`src/emt_pkg.sv`:
```
// ----------------------------------------------------------------------------
// Encoder multi-turn tracker package
// Types and constants shared by the tracker and its update stage.
// ----------------------------------------------------------------------------
package emt_pkg;

  localparam int unsigned FrameW   = 64;
  localparam int unsigned AngleW   = 16;
  localparam int unsigned FracW    = 18;
  localparam int unsigned TurnW    = 16;
  localparam int unsigned OutW     = 32;
  localparam int unsigned SumW     = 21;
  localparam int unsigned CfgIdxW  = 2;
  localparam int unsigned CfgDataW = 16;
  localparam int unsigned SlotW    = 3;

  localparam logic [CfgIdxW-1:0] RegEncoderSlot   = 2'd0;
  localparam logic [CfgIdxW-1:0] RegReverseEnable = 2'd1;
  localparam logic [CfgIdxW-1:0] RegReverseSpan   = 2'd2;
  localparam logic [CfgIdxW-1:0] RegAngleMode     = 2'd3;

  localparam logic [SlotW-1:0]  SlotReset = 3'd1;
  localparam logic [AngleW-1:0] SpanReset = 16'd8192;

  localparam logic [1:0] Pair0 = 2'd0;
  localparam logic [1:0] Pair1 = 2'd1;
  localparam logic [1:0] Pair2 = 2'd2;
  localparam logic [1:0] Pair3 = 2'd3;

  typedef struct packed {
    logic [SlotW-1:0]  encoder_slot;
    logic              reverse_enable;
    logic [AngleW-1:0] reverse_span;
    logic              angle_mode;
  } emt_cfg_t;

  typedef struct packed {
    logic              first_pending;
    logic [AngleW-1:0] previous_angle;
    logic [FracW-1:0]  turn_fraction;
    logic [TurnW-1:0]  turn_count;
  } emt_state_t;

  typedef struct packed {
    logic [AngleW-1:0] raw_angle;
    logic [OutW-1:0]   angle_out;
  } emt_result_t;

endpackage

```
`src/encoder_multiturn_tracker.sv`:
```
// ----------------------------------------------------------------------------
// Encoder multi-turn tracker
// Unwraps a single-turn encoder angle taken from sensor frames into a
// multi-turn position; with angle_mode clear it outputs the angle itself.
// ----------------------------------------------------------------------------
//  Channel  Direction  Beat contents
//  s_axis   in         frame_payload[63:0]
//  m_axis   out        raw_angle[15:0], angle_out[47:16]
//  cfg      in         register index and 16-bit data, no read-back
//
//  One beat is accepted per cycle unless m_axis stalls; results go through the
//  input and output registers. The unwrap step on the stored angle and turn
//  count sets the single-cycle rate. Reset clears the configuration to its
//  defaults and marks the next frame as the first. A stall on m_axis holds both
//  stages and deasserts s_axis_tready once the input stage is full.
// ----------------------------------------------------------------------------
module encoder_multiturn_tracker #(
  parameter int unsigned COUNTS_PER_TURN = 8192
) (
  input  logic                          clk_i,
  input  logic                          rst_ni,
  input  logic                          s_axis_tvalid,
  output logic                          s_axis_tready,
  // frame_payload[63:0]
  input  logic [63:0]                   s_axis_tdata,
  output logic                          m_axis_tvalid,
  input  logic                          m_axis_tready,
  // raw_angle[15:0], angle_out[47:16]
  output logic [47:0]                   m_axis_tdata,
  input  logic                          cfg_we_i,
  input  logic [emt_pkg::CfgIdxW-1:0]   cfg_index_i,
  input  logic [emt_pkg::CfgDataW-1:0]  cfg_wdata_i
);

  emt_pkg::emt_cfg_t           cfg_q;
  emt_pkg::emt_state_t         st_q, st_d;
  emt_pkg::emt_result_t        res_d, res_q;
  logic                        in_valid_q;
  logic [emt_pkg::FrameW-1:0]  in_data_q;
  logic                        out_valid_q;
  logic                        adv;

  assign adv           = in_valid_q && (!out_valid_q || m_axis_tready);
  assign s_axis_tready = !in_valid_q || adv;

  always_ff @(posedge clk_i or negedge rst_ni) begin
    if (!rst_ni) begin
      cfg_q.encoder_slot   <= emt_pkg::SlotReset;
      cfg_q.reverse_enable <= 1'b0;
      cfg_q.reverse_span   <= emt_pkg::SpanReset;
      cfg_q.angle_mode     <= 1'b0;
    end else if (cfg_we_i) begin
      case (cfg_index_i)
        emt_pkg::RegEncoderSlot:   cfg_q.encoder_slot   <= cfg_wdata_i[emt_pkg::SlotW-1:0];
        emt_pkg::RegReverseEnable: cfg_q.reverse_enable <= cfg_wdata_i[0];
        emt_pkg::RegReverseSpan:   cfg_q.reverse_span   <= cfg_wdata_i[emt_pkg::AngleW-1:0];
        emt_pkg::RegAngleMode:     cfg_q.angle_mode     <= cfg_wdata_i[0];
        default: ;
      endcase
    end
  end

  always_ff @(posedge clk_i or negedge rst_ni) begin
    if (!rst_ni) begin
      in_valid_q <= 1'b0;
    end else if (s_axis_tready) begin
      in_valid_q <= s_axis_tvalid;
    end
  end

  always_ff @(posedge clk_i) begin
    if (s_axis_tready && s_axis_tvalid) begin
      in_data_q <= s_axis_tdata;
    end
  end

  emt_step #(
    .COUNTS_PER_TURN(COUNTS_PER_TURN)
  ) u_step (
    .frame_payload_i(in_data_q),
    .cfg_i          (cfg_q),
    .state_i        (st_q),
    .state_o        (st_d),
    .result_o       (res_d)
  );

  always_ff @(posedge clk_i or negedge rst_ni) begin
    if (!rst_ni) begin
      st_q.first_pending  <= 1'b1;
      st_q.previous_angle <= '0;
      st_q.turn_fraction  <= '0;
      st_q.turn_count     <= '0;
      out_valid_q         <= 1'b0;
    end else begin
      if (adv) begin
        st_q        <= st_d;
        out_valid_q <= 1'b1;
      end else if (m_axis_tready) begin
        out_valid_q <= 1'b0;
      end
    end
  end

  always_ff @(posedge clk_i) begin
    if (adv) begin
      res_q <= res_d;
    end
  end

  assign m_axis_tvalid = out_valid_q;
  assign m_axis_tdata  = {res_q.angle_out, res_q.raw_angle};

  a_first_clears_turns : assert property (@(posedge clk_i) disable iff (!rst_ni)
    (adv && st_q.first_pending) |=> (!st_q.first_pending && st_q.turn_count == '0))
    else $error("first frame did not clear the turn count");

  a_state_holds : assert property (@(posedge clk_i) disable iff (!rst_ni)
    !adv |=> $stable(st_q))
    else $error("tracker state changed without a beat");

  a_turn_step : assert property (@(posedge clk_i) disable iff (!rst_ni)
    adv |=> (st_q.turn_count == $past(st_q.turn_count)
          || st_q.turn_count == $past(st_q.turn_count) + emt_pkg::TurnW'(1)
          || st_q.turn_count == $past(st_q.turn_count) - emt_pkg::TurnW'(1)
          || st_q.turn_count == '0))
    else $error("turn count moved by more than one turn");

  a_stall_holds_result : assert property (@(posedge clk_i) disable iff (!rst_ni)
    (out_valid_q && !m_axis_tready) |=> (out_valid_q && $stable(res_q)))
    else $error("result changed while stalled");

endmodule

```
`src/emt_step.sv`:
```
// ----------------------------------------------------------------------------
// Encoder multi-turn tracker update stage
// Picks and optionally reverses the angle, unwraps it against the stored
// state and forms the next state and the result of one beat.
// ----------------------------------------------------------------------------
module emt_step #(
  parameter int unsigned COUNTS_PER_TURN = 8192
) (
  input  logic [emt_pkg::FrameW-1:0] frame_payload_i,
  input  emt_pkg::emt_cfg_t          cfg_i,
  input  emt_pkg::emt_state_t        state_i,
  output emt_pkg::emt_state_t        state_o,
  output emt_pkg::emt_result_t       result_o
);

  localparam logic signed [emt_pkg::SumW-1:0] CptS = emt_pkg::SumW'(COUNTS_PER_TURN);
  localparam logic signed [emt_pkg::OutW-1:0] CptW = emt_pkg::OutW'(COUNTS_PER_TURN);

  logic [1:0]                        pair;
  logic [emt_pkg::AngleW-1:0]        raw;
  logic [emt_pkg::AngleW-1:0]        angle;
  logic signed [emt_pkg::SumW-1:0]   delta;
  logic signed [emt_pkg::SumW-1:0]   delta_c;
  logic signed [emt_pkg::SumW-1:0]   delta_2;
  logic signed [emt_pkg::SumW-1:0]   sum;
  logic signed [emt_pkg::SumW-1:0]   sum_c;
  logic [emt_pkg::TurnW-1:0]         turns;
  logic signed [emt_pkg::OutW-1:0]   turn_ext;
  logic signed [emt_pkg::OutW-1:0]   multi;

  assign pair = 2'(cfg_i.encoder_slot - emt_pkg::SlotW'(1));

  always_comb begin
    case (pair)
      emt_pkg::Pair0: raw = frame_payload_i[15:0];
      emt_pkg::Pair1: raw = frame_payload_i[31:16];
      emt_pkg::Pair2: raw = frame_payload_i[47:32];
      emt_pkg::Pair3: raw = frame_payload_i[63:48];
      default:        raw = frame_payload_i[15:0];
    endcase
  end

  assign angle = cfg_i.reverse_enable ? cfg_i.reverse_span - raw : raw;

  assign delta   = emt_pkg::SumW'({1'b0, angle}) - emt_pkg::SumW'({1'b0, state_i.previous_angle});
  assign delta_2 = delta <<< 1;

  always_comb begin
    delta_c = delta;
    if (delta >= 0) begin
      if (delta_2 > CptS) begin
        delta_c = delta - CptS;
      end
    end else begin
      if (delta_2 <= -CptS) begin
        delta_c = delta + CptS;
      end
    end
  end

  assign sum = delta_c + emt_pkg::SumW'({1'b0, state_i.turn_fraction});

  always_comb begin
    sum_c = sum;
    turns = state_i.turn_count;
    if (sum > CptS) begin
      sum_c = sum - CptS;
      turns = state_i.turn_count + emt_pkg::TurnW'(1);
    end else if (sum < 0) begin
      sum_c = sum + CptS;
      turns = state_i.turn_count - emt_pkg::TurnW'(1);
    end
  end

  always_comb begin
    state_o                = state_i;
    state_o.first_pending  = 1'b0;
    state_o.previous_angle = angle;
    if (state_i.first_pending) begin
      state_o.turn_count = '0;
    end else begin
      state_o.turn_fraction = sum_c[emt_pkg::FracW-1:0];
      state_o.turn_count    = turns;
    end
  end

  assign turn_ext = emt_pkg::OutW'(signed'(state_o.turn_count));
  assign multi    = emt_pkg::OutW'({1'b0, state_o.turn_fraction}) + turn_ext * CptW;

  assign result_o.raw_angle = angle;
  assign result_o.angle_out = cfg_i.angle_mode ? multi : emt_pkg::OutW'(angle);

endmodule

```
`config.mk`:
```
export PLATFORM = sky130hd
export DESIGN_NAME = encoder_multiturn_tracker
export DESIGN_NICKNAME = d
export VERILOG_FILES = /design/src/emt_pkg.sv /design/src/encoder_multiturn_tracker.sv /design/src/emt_step.sv
export SDC_FILE = /design/constraint.sdc
export NUM_CORES = 1
export LEC_CHECK = 0
export ABC_AREA = 1
export BUFFER_PORTS_ARGS = -buffer_cell sky130_fd_sc_hd__buf_4
export CAP_MARGIN = 15
export CORE_UTILIZATION = 40
export DETAILED_ROUTE_END_ITERATION = 12
export SYNTH_ARGS = -nofsm -noshare
export SYNTH_HDL_FRONTEND = slang
export SYNTH_SLANG_ARGS = --single-unit
```
`constraint.sdc`:
```
create_clock -name clk_i -period 9.65 [get_ports clk_i]
set_clock_uncertainty 0.05 [all_clocks]
set_input_delay 0.965 -clock clk_i [delete_from_list [all_inputs] [get_ports clk_i]]
set_output_delay 0.965 -clock clk_i [all_outputs]
set_load 0.05 [all_outputs]
```
==> results.cfg <==
[routing]
routed.top_layer = met4
wire_per_inst_um = 15.43
ant_nets = 0
dr_wl_met3_um = 1827
dr.pass1.iters = 5
wirelength_um = 30080
vias_per_cell = 5.025
drt_iter0_drc = 611
wl_met2_um = 14180
via_count = 9799
drc = 0
wl_met1_um = 13560

[status]
status = finished, final reports clean

[setup_path]
critical_path.max_fanout = 15
crit_type = flip-flop to flip-flop
max_stage_delay_ns = 0.42
r2r_slack_ns = 0.62
r2r-end = m_axis_tdata[38]$_SDFFCE_PN0P_
worstRegToRegCells = 65
crit_top_cell = nand2_1
crit_required_ns = 9.78
crit_path_start_kind = flip-flop
r2r-start = cfg_q[19]$_DFFE_PN0P_
critical_path_arrival_ns = 9.16
crit_slowest_cell = dfrtp_1
setup.worst_path.end_class = flip-flop

[placed_design]
post-place-ws_ns = -0.01714
dp.cells = 1899
dp_hpwl_um = 22510
routabilityCongestion = 0.9090
numPortBuffers = 136

[sta]
whs_ns = 0.3621
finalWorstSetupSlack_ns = 0.6158
hold_viol_final = 0
slew_headroom = 0.2897
finalCritPeriodShare = 0.9362
drv_slew = 0
tightest_slew_ns = 1.054
max_freq_mhz = 110.7
finalSetupTns_ns = 0
setup_viol_count_final = 0
period_needed_ns = 9.034

[global_routing]
grt_overflow = 0
antenna_found_initial = 0
grt_max_degree = 86
grt_pass1_wl_um = 48380
grt_pass1_vias = 9458
grt_usage = 0.2136

[floorplanning]
rows = 61
core_region_area_mm2 = 0.02801
initial_core_util = 0.4095
die_w_um = 171.3
dieArea_mm2 = 0.02936
dieHeight_um = 171.3
ios = 137

[logic_synthesis]
ys_warn_count = 0
synth_area_mm2 = 0.01147
syn-mean-instance-area_um2 = 8.176
synth_fp_nets = 1554
synth_area_leaders = edfxtp_1, dfrtp_1, nand2_1
yosysSeqAreaShare = 0.4475
synthCells = 1403
synth_seq_cells = 183
synth_top_area_frac = 0.2880
yosysTopAreaCell = edfxtp_1
synth_cell_types = 53

[hold_path]
hp-class = input pin to asynchronous set/reset pin

[clock_network]
path_clk_slew_ns = 0.07
cts_sinks = 183
clkLatencyLatePin_ns = 0.44
cts_buffers = 17
cts_tree = yes
cts.path.max_buffers = 2
cts-root-buf = clkbuf_16
cts-htree-levels = 4

[cells_and_area]
layout-drive-gt1-share = 0.1915
syn_to_final_growth_pct = 21.94
final_cells = 1950
nets = 1710
diodes = 0
num-fill-cells = 2693

[run]
max_cap_violations = 0
state kept, by name, summed over array words and instances (netlist names):
| name | cells |
|---|---|
| in_data_q | 64 |
| cfg_q | 20 |
| in_valid_q | 1 |
| st_q | 51 |
| m_axis_tdata | 46 |
| m_axis_tvalid | 1 |
cell type report:
cell class | instances | area (um2) | share of cell area
Clock buffer | 19 | 432.9 | 0.03095
Inverter | 164 | 619.3 | 0.04428
Timing Repair Buffer | 178 | 1418 | 0.1014
Sequential cell | 183 | 5134 | 0.3670
Multi-Input combinational cell | 1015 | 5762 | 0.4119
Tap cell | 378 | 473.0 | 0.03381
Clock inverter | 13 | 148.9 | 0.01064
layout by cell type (no fill, tap or decap), types with 4 or more instances in the layout:
master	netlist	routed
o21ai_0	151	138
clkbuf_16	0	17
a21o_1	4	4
mux2_2	13	13
nor2_2	6	14
nor4_1	9	9
nand2_4	1	4
xor2_1	39	39
a21oi_1	60	48
nand4_1	14	14
a21oi_2	2	14
inv_1	160	156
nand2_2	5	9
or2_2	4	4
ha_1	60	55
inv_2	4	7
o21ai_1	8	20
buf_4	2	171
dfrtp_1	70	70
and2_1	5	5
nand2_1	377	370
buf_12	0	4
nor2_1	81	70
mux2i_1	10	9
nand3_1	101	101
xnor2_1	13	13
a31oi_1	4	4
nor3_1	14	13
edfxtp_1	110	110
stage by stage:
step	util	area, um2
2_1_floorplan	-	11470
3_3_place_gp	0.4633	12980
3_5_place_dp	0.4633	12980
4_1_cts	0.4843	13560
5_1_grt	0.4994	13990
6_report	0.4994	13990
worst max-delay path, delay by kind of cell, from the launching register on:
kind | cells | cell delay, ns
AND/OR/NAND/NOR | 30 | 2.93
AO/OA/AOI/OAI | 19 | 2.60
multiplexers | 1 | 0.21
adder cells (fa/ha/maj) | 5 | 1.58
flip-flops | 1 | 0.42
buffers and inverters | 8 | 0.72
XOR/XNOR | 2 | 0.26
synthesized netlist by cell type, drive strengths merged:
master     n
clkbuf    29
o31ai      2
o21ai    159
mux2i     10
a21oi     63
nand3b     2
o211ai     1
and3       1
o21a       3
fa         4
inv      164
o311ai     1
nand2    383
a31oi      4
xnor2     13
nor4       9
dfrtp     70
o221ai     2
o21bai     2
a211oi     1
or2        5
xor2      40
nor2      87
ha        60
dfstp      3
mux2      13
edfxtp   110
a221oi     1
buf       12
a22oi      1
nand4     14
nand3    105
nor3      15
o2111ai    1
and2       5
o22ai      2
a21boi     2
a21o       4
what timing repair did:
action	CTS	global route
setup endpoints to repair	3	14
gates resized for setup	1	74
setup buffers	0	18
hold buffers	0	0
pin swaps	0	29
cell families after synthesis:
kind of cell             count (synthesis)  share of synthesized area
flip-flops                             183                     0.4475
multiplexers                            23                    0.02149
buffers and inverters                  205                    0.06883
adder cells (fa/ha/maj)                 64                    0.07243
AO/OA/AOI/OAI                          249                     0.1167
AND/OR/NAND/NOR                        626                     0.2319
XOR/XNOR                                53                    0.04112
worst max path at each step:
stage | start | slack (ns) | end | cells past startpoint
2_1_floorplan | cfg_q[18]$_DFFE_PN1P_ | 0.85 | m_axis_tdata[43]$_SDFFCE_PN0P_ | 61
3_3_place_gp | cfg_q[18]$_DFFE_PN1P_ | 0.21 | m_axis_tdata[38]$_SDFFCE_PN0P_ | 64
3_5_place_dp | cfg_q[18]$_DFFE_PN1P_ | -0.02 | m_axis_tdata[43]$_SDFFCE_PN0P_ | 61
4_1_cts | cfg_q[18]$_DFFE_PN1P_ | 0.05 | m_axis_tdata[43]$_SDFFCE_PN0P_ | 61
5_1_grt | cfg_q[18]$_DFFE_PN1P_ | -0.07 | m_axis_tdata[43]$_SDFFCE_PN0P_ | 60
6_report | cfg_q[19]$_DFFE_PN0P_ | 0.62 | m_axis_tdata[38]$_SDFFCE_PN0P_ | 65
per-layer routing:
metal	track usage	up-vias
met2	0.3521	264
met4	0.06328	0
li1	-	4998
met5	0	-
met1	0.2834	4501
met3	0.04188	36
Power is not shown: default switching activity piles up to over one toggle a cycle in this logic, so the estimate is an artifact.
